==> src/rtl/apeq_pkg.sv <==
// Package for the allpass peak equalizer: widths, fixed-point helpers,
// register indexes and the controller-to-datapath command struct.
// No dependencies.
package apeq_pkg;

    localparam int DATA_W        = 32;
    localparam int SUM_W         = DATA_W + 2;        // exact three-term sums
    localparam int PROD_W        = 2 * DATA_W;
    localparam int PRODUCT_SHIFT = 4;
    localparam int MQ_SHIFT      = DATA_W - 1 - PRODUCT_SHIFT;
    localparam int CFG_IDX_W     = 2;

    // Fixed-point one, 2^(31-PRODUCT_SHIFT)
    localparam logic signed [SUM_W-1:0] UNITY = SUM_W'(1) << MQ_SHIFT;

    localparam logic [CFG_IDX_W-1:0] REG_COEF_C   = CFG_IDX_W'(0);
    localparam logic [CFG_IDX_W-1:0] REG_COEF_D   = CFG_IDX_W'(1);
    localparam logic [CFG_IDX_W-1:0] REG_PEAK_GM1 = CFG_IDX_W'(2);

    typedef enum logic [2:0] {
        MUL_C_W2,
        MUL_D_OMC,
        MUL_K_W1,
        MUL_C_NEGW,
        MUL_H0_DIFF
    } mul_sel_t;

    typedef enum logic [2:0] {
        MQ_NONE,
        MQ_T2,
        MQ_K,
        MQ_T1,
        MQ_M,
        MQ_H
    } mq_dst_t;

    typedef enum logic [2:0] {
        ALU_NONE,
        ALU_OMC,
        ALU_W,
        ALU_A,
        ALU_DIFF
    } alu_op_t;

    typedef struct packed {
        logic     load_x;
        logic     mul_en;
        mul_sel_t mul_sel;
        mq_dst_t  mq_dst;
        alu_op_t  alu_op;
        logic     commit;
    } cmd_t;

    // Saturate an exact sum to the 32-bit signed range
    function automatic logic signed [DATA_W-1:0] sat_sum(input logic signed [SUM_W-1:0] v);
        logic signed [DATA_W-1:0] r;
        if (v[SUM_W-1:DATA_W-1] == {(SUM_W-DATA_W+1){v[SUM_W-1]}})
            r = v[DATA_W-1:0];
        else
            r = v[SUM_W-1] ? {1'b1, {(DATA_W-1){1'b0}}} : {1'b0, {(DATA_W-1){1'b1}}};
        return r;
    endfunction

    // Scale a full product back to Q format (floor shift) and saturate
    function automatic logic signed [DATA_W-1:0] mulq_sat(input logic signed [PROD_W-1:0] p);
        logic signed [PROD_W-1:0] s;
        logic signed [DATA_W-1:0] r;
        s = p >>> MQ_SHIFT;
        if (s[PROD_W-1:DATA_W-1] == {(PROD_W-DATA_W+1){s[PROD_W-1]}})
            r = s[DATA_W-1:0];
        else
            r = s[PROD_W-1] ? {1'b1, {(DATA_W-1){1'b0}}} : {1'b0, {(DATA_W-1){1'b1}}};
        return r;
    endfunction

    function automatic logic signed [SUM_W-1:0] ext(input logic signed [DATA_W-1:0] v);
        return SUM_W'(v);
    endfunction

endpackage

==> src/rtl/allpass_peak_eq_filter.sv <==
// Top level of the allpass peak equalizer section.
// Instantiates apeq_ctrl and apeq_datapath; depends on apeq_pkg.
//
// Usage:
//   s_tvalid/s_tready/s_tdata carry one 32-bit signed sample per transaction.
//   m_tvalid/m_tready/m_tdata return one 32-bit signed equalized sample for
//   each input, in order.
//   cfg_valid/cfg_ready/cfg_index/cfg_data write the coefficients:
//   index 0 = c, 1 = d, 2 = H0 (peak gain minus one); index 3 is ignored.
//   cfg_ready is always high; write only while no sample is in flight.
// Timing:
//   One sample occupies the block from the accept cycle through the
//   sequencer steps, whose number is set by the five products that share
//   one multiplier, each followed by a step to scale and saturate it.
//   The result is registered on m_tdata when the last step commits it.
//   A new sample is taken in the cycle after the previous result is
//   registered, so a sample is only taken once the previous one is done.
// Reset clears the coefficients, both allpass delays and m_tvalid.
// Stall: a result waits in the output register while the next sample is
// processed; if that sample finishes first, the sequencer holds it in its
// last step until m_tready drains the output register.
module allpass_peak_eq_filter (
    input  logic        clk,
    input  logic        rst_n,
    input  logic        s_tvalid,
    output logic        s_tready,
    input  logic [31:0] s_tdata,     // [31:0] sample_in
    output logic        m_tvalid,
    input  logic        m_tready,
    output logic [31:0] m_tdata,     // [31:0] sample_out
    input  logic        cfg_valid,
    output logic        cfg_ready,
    input  logic [1:0]  cfg_index,
    input  logic [31:0] cfg_data
);
    import apeq_pkg::*;

    cmd_t cmd;

    assign cfg_ready = 1'b1;

    apeq_ctrl u_ctrl (
        .clk      (clk),
        .rst_n    (rst_n),
        .s_tvalid (s_tvalid),
        .s_tready (s_tready),
        .m_tvalid (m_tvalid),
        .m_tready (m_tready),
        .cmd      (cmd)
    );

    apeq_datapath u_dp (
        .clk        (clk),
        .rst_n      (rst_n),
        .cmd        (cmd),
        .sample_in  (s_tdata),
        .cfg_wr     (cfg_valid & cfg_ready),
        .cfg_index  (cfg_index),
        .cfg_data   (cfg_data),
        .sample_out (m_tdata)
    );

endmodule

==> src/rtl/apeq_ctrl.sv <==
// Sequencer for the allpass peak equalizer: steps one sample through the
// shared multiplier and adder, and owns the input/output handshakes.
// Depends on apeq_pkg.
module apeq_ctrl (
    input  logic            clk,
    input  logic            rst_n,
    input  logic            s_tvalid,
    output logic            s_tready,
    output logic            m_tvalid,
    input  logic            m_tready,
    output apeq_pkg::cmd_t  cmd
);
    import apeq_pkg::*;

    typedef enum logic [13:0] {
        S_IDLE = 14'b00000000000001,
        S_PRE  = 14'b00000000000010,
        S_K    = 14'b00000000000100,
        S_KQ   = 14'b00000000001000,
        S_T1   = 14'b00000000010000,
        S_T1Q  = 14'b00000000100000,
        S_W    = 14'b00000001000000,
        S_M    = 14'b00000010000000,
        S_MQ   = 14'b00000100000000,
        S_A    = 14'b00001000000000,
        S_DIFF = 14'b00010000000000,
        S_H    = 14'b00100000000000,
        S_HQ   = 14'b01000000000000,
        S_DONE = 14'b10000000000000
    } state_t;

    state_t state_reg, state_next;
    logic   out_valid_reg, out_valid_next;
    logic   commit;

    assign s_tready = (state_reg == S_IDLE);
    assign m_tvalid = out_valid_reg;
    // Result may be written only when the output register is free or draining
    assign commit   = (state_reg == S_DONE) && (!out_valid_reg || m_tready);

    always_comb
    begin
        state_next     = state_reg;
        cmd            = '0;
        cmd.mul_sel    = MUL_C_W2;
        cmd.mq_dst     = MQ_NONE;
        cmd.alu_op     = ALU_NONE;
        unique case (state_reg)
            S_IDLE:
            begin
                cmd.load_x = s_tvalid;
                if (s_tvalid)
                    state_next = S_PRE;
            end
            S_PRE:
            begin
                cmd.alu_op  = ALU_OMC;
                cmd.mul_en  = 1'b1;
                cmd.mul_sel = MUL_C_W2;
                state_next  = S_K;
            end
            S_K:
            begin
                cmd.mq_dst  = MQ_T2;
                cmd.mul_en  = 1'b1;
                cmd.mul_sel = MUL_D_OMC;
                state_next  = S_KQ;
            end
            S_KQ:
            begin
                cmd.mq_dst = MQ_K;
                state_next = S_T1;
            end
            S_T1:
            begin
                cmd.mul_en  = 1'b1;
                cmd.mul_sel = MUL_K_W1;
                state_next  = S_T1Q;
            end
            S_T1Q:
            begin
                cmd.mq_dst = MQ_T1;
                state_next = S_W;
            end
            S_W:
            begin
                cmd.alu_op = ALU_W;
                state_next = S_M;
            end
            S_M:
            begin
                cmd.mul_en  = 1'b1;
                cmd.mul_sel = MUL_C_NEGW;
                state_next  = S_MQ;
            end
            S_MQ:
            begin
                cmd.mq_dst = MQ_M;
                state_next = S_A;
            end
            S_A:
            begin
                cmd.alu_op = ALU_A;
                state_next = S_DIFF;
            end
            S_DIFF:
            begin
                cmd.alu_op = ALU_DIFF;
                state_next = S_H;
            end
            S_H:
            begin
                cmd.mul_en  = 1'b1;
                cmd.mul_sel = MUL_H0_DIFF;
                state_next  = S_HQ;
            end
            S_HQ:
            begin
                cmd.mq_dst = MQ_H;
                state_next = S_DONE;
            end
            S_DONE:
            begin
                cmd.commit = commit;
                if (commit)
                    state_next = S_IDLE;
            end
            default:
            begin
                state_next = S_IDLE;
            end
        endcase
    end

    always_comb
    begin
        out_valid_next = out_valid_reg;
        if (commit)
            out_valid_next = 1'b1;
        else if (m_tready)
            out_valid_next = 1'b0;
    end

    always_ff @(posedge clk or negedge rst_n)
    begin
        if (!rst_n)
        begin
            state_reg     <= S_IDLE;
            out_valid_reg <= 1'b0;
        end
        else
        begin
            state_reg     <= state_next;
            out_valid_reg <= out_valid_next;
        end
    end

endmodule

==> src/rtl/apeq_datapath.sv <==
// Datapath of the allpass peak equalizer: coefficient and delay registers,
// one shared 32x32 multiplier with product register, saturating adder.
// Depends on apeq_pkg.
module apeq_datapath (
    input  logic                              clk,
    input  logic                              rst_n,
    input  apeq_pkg::cmd_t                    cmd,
    input  logic [apeq_pkg::DATA_W-1:0]       sample_in,
    input  logic                              cfg_wr,
    input  logic [apeq_pkg::CFG_IDX_W-1:0]    cfg_index,
    input  logic [apeq_pkg::DATA_W-1:0]       cfg_data,
    output logic [apeq_pkg::DATA_W-1:0]       sample_out
);
    import apeq_pkg::*;

    // configuration and filter state (reset to zero)
    logic signed [DATA_W-1:0] coef_c_reg, coef_d_reg, peak_gm1_reg;
    logic signed [DATA_W-1:0] w1_reg, w2_reg;

    // per-sample working registers
    logic signed [DATA_W-1:0] x_reg, omc_reg, t2_reg, k_reg, t1_reg, w_reg;
    logic signed [DATA_W-1:0] m_reg, a_reg, diff_reg, h_reg, y_reg;
    logic signed [PROD_W-1:0] prod_reg;

    logic signed [DATA_W-1:0] op_a, op_b, neg_w, mq, alu_res, y_next;
    logic signed [PROD_W-1:0] prod_next;

    assign mq        = mulq_sat(prod_reg);
    assign neg_w     = sat_sum(-ext(w_reg));
    assign prod_next = PROD_W'(op_a) * PROD_W'(op_b);
    assign y_next    = sat_sum(ext(x_reg) + ext(h_reg >>> 1));
    assign sample_out = y_reg;

    always_comb
    begin
        unique case (cmd.mul_sel)
            MUL_C_W2:    begin op_a = coef_c_reg;   op_b = w2_reg;   end
            MUL_D_OMC:   begin op_a = coef_d_reg;   op_b = omc_reg;  end
            MUL_K_W1:    begin op_a = k_reg;        op_b = w1_reg;   end
            MUL_C_NEGW:  begin op_a = coef_c_reg;   op_b = neg_w;    end
            MUL_H0_DIFF: begin op_a = peak_gm1_reg; op_b = diff_reg; end
            default:     begin op_a = coef_c_reg;   op_b = w2_reg;   end
        endcase
    end

    always_comb
    begin
        unique case (cmd.alu_op)
            ALU_OMC:  alu_res = sat_sum(UNITY - ext(coef_c_reg));
            ALU_W:    alu_res = sat_sum(ext(x_reg) - ext(t1_reg) + ext(t2_reg));
            ALU_A:    alu_res = sat_sum(ext(m_reg) + ext(t1_reg) + ext(w2_reg));
            ALU_DIFF: alu_res = sat_sum(ext(x_reg) - ext(a_reg));
            default:  alu_res = '0;
        endcase
    end

    always_ff @(posedge clk or negedge rst_n)
    begin
        if (!rst_n)
        begin
            coef_c_reg   <= '0;
            coef_d_reg   <= '0;
            peak_gm1_reg <= '0;
            w1_reg       <= '0;
            w2_reg       <= '0;
        end
        else
        begin
            if (cfg_wr)
            begin
                unique case (cfg_index)
                    REG_COEF_C:   coef_c_reg   <= cfg_data;
                    REG_COEF_D:   coef_d_reg   <= cfg_data;
                    REG_PEAK_GM1: peak_gm1_reg <= cfg_data;
                    default:      ;
                endcase
            end
            if (cmd.commit)
            begin
                w2_reg <= w1_reg;
                w1_reg <= w_reg;
            end
        end
    end

    always_ff @(posedge clk)
    begin
        if (cmd.load_x)
            x_reg <= sample_in;
        if (cmd.mul_en)
            prod_reg <= prod_next;
        unique case (cmd.mq_dst)
            MQ_T2:   t2_reg <= mq;
            MQ_K:    k_reg  <= mq;
            MQ_T1:   t1_reg <= mq;
            MQ_M:    m_reg  <= mq;
            MQ_H:    h_reg  <= mq;
            default: ;
        endcase
        unique case (cmd.alu_op)
            ALU_OMC:  omc_reg  <= alu_res;
            ALU_W:    w_reg    <= alu_res;
            ALU_A:    a_reg    <= alu_res;
            ALU_DIFF: diff_reg <= alu_res;
            default:  ;
        endcase
        if (cmd.commit)
            y_reg <= y_next;
    end

endmodule

==> config.mk <==
export PLATFORM = sky130hd
export DESIGN_NAME = allpass_peak_eq_filter
export DESIGN_NICKNAME = d
export VERILOG_FILES = /design/src/rtl/apeq_pkg.sv /design/src/rtl/allpass_peak_eq_filter.sv /design/src/rtl/apeq_ctrl.sv /design/src/rtl/apeq_datapath.sv
export SDC_FILE = /design/constraint.sdc
export NUM_CORES = 2
export LEC_CHECK = 0
export BUFFER_PORTS_ARGS = -buffer_cell sky130_fd_sc_hd__buf_4
export CELL_PAD_IN_SITES_DETAIL_PLACEMENT = 1
export CELL_PAD_IN_SITES_GLOBAL_PLACEMENT = 2
export CORE_MARGIN = 4
export CORE_UTILIZATION = 44
export DETAILED_ROUTE_END_ITERATION = 16
export PLACE_DENSITY_LB_ADDON = 0.15
export REMOVE_ABC_BUFFERS = 1
export SETUP_SLACK_MARGIN = 0.05
export SYNTH_ARGS = -nofsm -noshare
export SYNTH_HDL_FRONTEND = slang
export SYNTH_SLANG_ARGS = --single-unit
==> constraint.sdc <==
create_clock -name clk -period 12.5 [get_ports clk]
set_clock_uncertainty 0.05 [all_clocks]
set_input_delay 0 -clock clk [delete_from_list [all_inputs] [get_ports clk]]
set_output_delay 0 -clock clk [all_outputs]
set_load 0.02 [all_outputs]
# Yosys cells after proc, flatten, opt, wreduce, memory -nomap -nowiden
# Index checks and enable logic that the tools add are counted.
[totals]
register_bits = 591
inputBits = 71
output_inout_bits = 35
wordCells = 102
[classes]
addsub = 8
multipliers = 1
eq_ne = 38
mux = 27
n_reduce_logical = 9
[ops]
columns = ["operator", "count"]
rows = [
  ["32-bit two-way mux", 14],
  ["14-bit case mux with 14 select lines", 1],
  ["32-bit case mux with 3 select lines", 2],
  ["32-bit case mux with 4 select lines", 1],
  ["33-bit by 32-bit adder with 34-bit output", 2],
  ["32-bit by 32-bit subtractor with 33-bit output", 2],
  ["32-bit by 32-bit multiplier with 64-bit output", 1],
  ["32-bit negation with 34-bit output", 1],
  ["32-bit by 31-bit adder with 33-bit output", 1],
  ["32-bit by 32-bit adder with 33-bit output", 1],
  ["29-bit by 32-bit subtractor with 33-bit output (first input constant)", 1],
  ["14-bit two-way mux", 2],
  ["4-bit case mux with 5 select lines", 1],
  ["3-bit by 2-bit == test with 1-bit output (second input constant)", 6],
  ["3-bit case mux with 5 select lines", 1],
  ["14-bit by 1-bit == test with 1-bit output (second input constant)", 1],
  ["14-bit by 10-bit == test with 1-bit output (second input constant)", 1],
  ["14-bit by 11-bit == test with 1-bit output (second input constant)", 1],
  ["14-bit by 12-bit == test with 1-bit output (second input constant)", 1],
  ["14-bit by 13-bit == test with 1-bit output (second input constant)", 1],
  ["14-bit == test (second input constant)", 1],
  ["14-bit by 2-bit == test with 1-bit output (second input constant)", 1],
  ["14-bit by 3-bit == test with 1-bit output (second input constant)", 1],
  ["14-bit by 4-bit == test with 1-bit output (second input constant)", 1],
  ["other kinds (21)", 37],
]

# Logic depth before layout (Yosys ltp)
[depth]
ltp_word = 5
depth_mapped = 43
depth_no_buf = 39

# Cells and area by module
# A second synthesis with hierarchy kept.
[hier_totals]
hier_cells = 6837
area_unflattened_um2 = 67818.8
[modules_own_cells]
columns = ["module", "instances", "cells_per_inst", "area_per_inst_um2", "seq_area_each_um2"]
rows = [
  ["apeq_datapath", 1, 6739, 66857.9, 15655.0],
  ["apeq_ctrl", 1, 96, 949.7, 376.6],
  ["allpass_peak_eq_filter", 1, 2, 11.3, 0.0],
]

# Worst setup path before layout
# OpenSTA, ideal clock, no wires.
[synth_path]
path_type = "reg2reg"
start = "register u_ctrl.state_reg[9]"
end = "register u_dp.prod_reg[63], data pin"
setup_time_ns = 0.264
arrival_time_ns = 10.478
t_required_ns = 12.186
path_slack_ns = 1.709
stages_incl_launch_ff = 31
path_buffers = 4
period_less_slack_ns = 10.791
cell_sequence = "dfrtp_1 nor4_1 and4_1 clkbuf_1 clkbuf_1 a222oi_1 o211ai_1 o21a_1 clkbuf_1 nand2_1 inv_1 fa_1 fa_1 fa_1 fa_1 inv_1 fa_1 inv_1 fa_1 fa_1 fa_1 ha_1 clkbuf_1 a21o_1 a21o_1 a21oi_1 o221a_2 o31ai_1 a221o_1 a221oi_1 xnor2_1"
[synth_via]
elab_chain_cells = 5
word_cells_on_any_way = 13
classes_between = "1 x mul; 9 x eq/ne; 3 x mux"
[synth_lines]
columns = ["element", "line_no", "source"]
rows = [
  ["start, declared", "apeq_ctrl.sv:32", "state_t state_reg, state_next;"],
  ["start signal, assigned", "apeq_ctrl.sv:153", "state_reg <= state_next;"],
  ["14-bit by 12-bit == test with 1-bit output (tied with other cells)", "apeq_ctrl.sv:48", "unique case (state_reg)"],
  ["4-bit case mux with 5 select lines *", "apeq_ctrl.sv:48", ""],
  ["3-bit == test (tied with other cells)", "apeq_datapath.sv:36", "unique case (cmd.mul_sel)"],
  ["32-bit case mux with 4 select lines / 32-bit case mux with 3 select lines (equally long branches)", "apeq_datapath.sv:36", ""],
  ["32-bit by 32-bit multiplier with 64-bit output *", "apeq_datapath.sv:30", "assign prod_next = PROD_W'(op_a) * PROD_W'(op_b);"],
  ["named net u_dp.prod_next[63]", "apeq_datapath.sv:26", "logic signed [PROD_W-1:0] prod_next;"],
  ["end signal, assigned", "apeq_datapath.sv:91", "prod_reg <= prod_next;"],
  ["end, declared", "apeq_datapath.sv:23", "logic signed [PROD_W-1:0] prod_reg;"],
]
# The timed path passes the listed nets; every way through them passes the cells marked *.
# A chain may end at the register's enable or synchronous reset.

# Worst setup path in the final report
[layout_path]
start = "register u_dp.w_reg[0]"
end = "register u_dp.prod_reg[59], data pin"
[layout_via]
elab_chain_cells = 5
word_cells_on_any_way = 6
classes_between = "1 x add/sub; 1 x mul; 1 x eq/ne; 3 x mux"
[layout_lines]
columns = ["element", "line_no", "source"]
rows = [
  ["start, declared", "apeq_datapath.sv:21", "logic signed [DATA_W-1:0] x_reg, omc_reg, t2_reg, k_reg, t1_reg, w_reg;"],
  ["start signal, assigned", "apeq_datapath.sv:102", "ALU_W: w_reg <= alu_res;"],
  ["32-bit negation with 34-bit output *", "apeq_datapath.sv:29", "assign neg_w = sat_sum(-ext(w_reg));"],
  ["2-bit == test / 32-bit two-way mux (equally long branches)", "apeq_pkg.sv:57, apeq_pkg.sv:60", ""],
  ["32-bit two-way mux *", "apeq_pkg.sv:57", "if (v[SUM_W-1:DATA_W-1] == {(SUM_W-DATA_W+1){v[SUM_W-1]}})"],
  ["32-bit case mux with 4 select lines *", "apeq_datapath.sv:36", ""],
  ["32-bit by 32-bit multiplier with 64-bit output *", "apeq_datapath.sv:30", ""],
  ["named net u_dp.prod_next[59]", "apeq_datapath.sv:26", ""],
]
# Marks and branches as above.

==> results.ini <==
[status]
outcome=finished with violations
violations=capacitance limit, slew limit

[detailed_routing]
drc_errors=0
drt_iter0_markers=3900
routed_wirelength_mm=242.9
vias_per_cell=5.662
ant_nets=0
vias=50350
routedWlPerCell_um=27.31
dr.pass1.iters=8

[cells_and_area]
largest_reg_flops=37
final_nets=8358
multiInputGateArea_mm2=0.04475
ff_latch_area_mm2=0.01603
layout-drive-gt1-share=0.08670
fillers=16710
utilization=0.4889
syn_to_final_growth_pct=10.57

[synthesis]
yosysUniqueCellTypes=88
syn_area_mm2=0.06614
synth_seq_area_share=0.2424
synth.most_common_cell=inv_1
synth_edf_count=388
synth_top_area_share=0.3475
ys.flop_type=edfxtp_1
yosys_warnings=0
synthCells=6667
syn_avg_cell_area_um2=9.921
async_reset_ff_frac=0.3108
synth_top_cell_by_area=fa_1
yosys_register_bits=563
synth_area_leaders=fa_1, edfxtp_1, inv_1
netlist_top_cells_count=inv_1, fa_1, nand2_1, nor2_1, edfxtp_1

[pwr]
p_clk_frac=0.195
swShare=0.4589
irDropWorstVdd_v=0.0001206
switchingPower_mw=4.253
p_int_mw=5.015
p_leak_nw=34.39
powerDensity_mw_per_mm2=126.7
p_comb_frac=0.541
seqPwrFrac=0.264

[timing]
report.final.slew_viol_count=13
worstMarginPinSlew_ns=1.516
finalSetupViolCount=0
fmax_mhz=82.21
min_period_ns=12.16
setup_tns_ns=0
period_share=0.9732
rsz0062_at_grt=no
timing.final.hold_violations=0
slew_headroom=-0.01051

[critical_path]
critPathKind=flip-flop to flip-flop
worstPathRequired_ns=12.87
path_buf_inv=4
critical_path_arrival_ns=12.53
start_kind=flip-flop
slowest_delay_ns=0.71
crit_path_frequent_cell=fa_1
cp_top_family=adder cells
crit_path_top_delay_cell=or4b_2
worstSetupEndpointType=flip-flop
worstPathMaxFanout=16

[clocking]
tritoncts=built
cts.htree.levels=2
clock_sinks=563
clockRootBuffer=clkbuf_16
cts_buffers=58
postCtsSetupBuffers=0
path_clk_slew_ns=0.06
cts_buffer_depth=3
clock_latency_ns=0.68

[grt]
grt_pass1_vias=55510
grt_max_degree=70
grt_util_all_layers=0.3126
antenna_found_initial=5
grt_pass1_wl_mm=365.2
grt_overflow=0

[hold_path]
min_path_type=input port to flip-flop

[floorplanning]
start_util=0.4421
fp.dieW_um=395.7
die_area_mm2=0.1566
design.core.area_mm2=0.1496
num_rows=142
die_y_um=395.7
io_pins=106

[placed_design]
routabilityCongestion=0.9494
portBuffers=104
dp_hpwl_mm=198.2

[run]
drv_cap=1

power groups by stage:
| stage | sequential (mW) | combinational [mW] | clock (mW) |
|---|---|---|---|
| detailed placement | 2.48 | 4.91 | 0 |
| finish | 2.45 | 5.02 | 1.80 |
| floorplan | 2.42 | 2.98 | 0 |
| global route | 2.46 | 5.46 | 1.92 |
| CTS | 2.44 | 4.97 | 1.84 |
| global placement | 2.47 | 4.78 | 0 |
cells in the final DEF, fill, tap and decap left out, types with 13 or more instances in the layout:
cell type and n:
nor3_1 57, a31oi_1 18, dlygate4sd3_1 96, clkbuf_16 59
and2_1 49, o21bai_1 34, nand4_1 35, o211ai_1 33
a41oi_1 24, xor2_1 67, or2_2 15, nand3_1 36
o21ai_2 20, o31ai_1 14, a211oi_1 14, nand2b_1 70
mux2_2 99, nor2_1 647, o21a_1 56, xnor2_1 143
a21o_1 163, nor4_1 25, a222oi_1 63, a21oi_1 216
or4_1 13, and3_1 18, edfxtp_1 388, nor2b_1 20
fa_1 1148, nand2_1 802, inv_1 1200, clkinv_1 13
buf_4 298, dfrtp_1 174, o21ai_0 174, ha_1 312
or3_1 16
layout make-up:
cell class              count  share of cell area
multi-input cells        4601              0.6119
flip-flops and latches    563              0.2192
inverters                1201             0.06164
repair buffers            402             0.04593
well taps                2016             0.03449
clock buffers              72             0.02154
clock inverters            35            0.005201
diodes                      4           0.0001369
through the flow:
stage	hold slack [ns]	setup slack, ns	area, um^2	instances	total power [mW]
floorplan	-0.3456	-0.09567	64990	6365	5.396
global placement	0.01074	0.3153	70160	8686	7.252
detailed placement	0.0007747	0.1065	70160	8686	7.392
CTS	0.0003041	0.1089	73110	8890	9.258
global route	0.008941	0.04443	73130	8890	9.843
finish	0.03912	0.3356	73140	8894	9.268
final timing paths:
kind                                                 start                               to  slack [ns]  depth (start not counted)
worst max-delay path               u_dp.w_reg[0]$_DFFE_PP_      u_dp.prod_reg[59]$_DFFE_PP_        0.34                         31
worst min-delay path                            s_tdata[2]          u_dp.x_reg[2]$_DFFE_PP_        0.04                          2
worst max register to register     u_dp.w_reg[0]$_DFFE_PP_      u_dp.prod_reg[59]$_DFFE_PP_        0.34                         31
worst min register to register  u_dp.w1_reg[4]$_DFFE_PN0P_       u_dp.w2_reg[4]$_DFFE_PN0P_        0.45                          2
max in group asynchronous                            rst_n   u_dp.coef_d_reg[3]$_DFFE_PN0P_       10.34                          5
min in group asynchronous                            rst_n  u_dp.coef_c_reg[29]$_DFFE_PN0P_        0.51                          4
cells by family after synthesis:
logic type / Yosys count / share of synthesized area
and+or+nand+nor: 1883 / 0.1239
buffers and inverters: 1503 / 0.08562
adders and majority gates: 1467 / 0.4075
AOI/OAI and AO/OA: 931 / 0.09436
DFF: 563 / 0.2424
xor gates and xnor gates: 210 / 0.02781
muxes: 109 / 0.01837
other: 1 / 0.00005669
layer usage:
metal	global-route usage	share of wire
met1	0.4378	0.43
met2	0.5182	0.47
met3	0.03771	0.064
met4	0.08245	0.031
met5	0	0
timing repair:
action / in CTS / in global routing
hold buffers: 97 / 0
hold endpoints to repair: 227 / 0
setup endpoints to repair: 0 / 12
resized for setup: 0 / 4
Power figures use the tool's default switching activity.
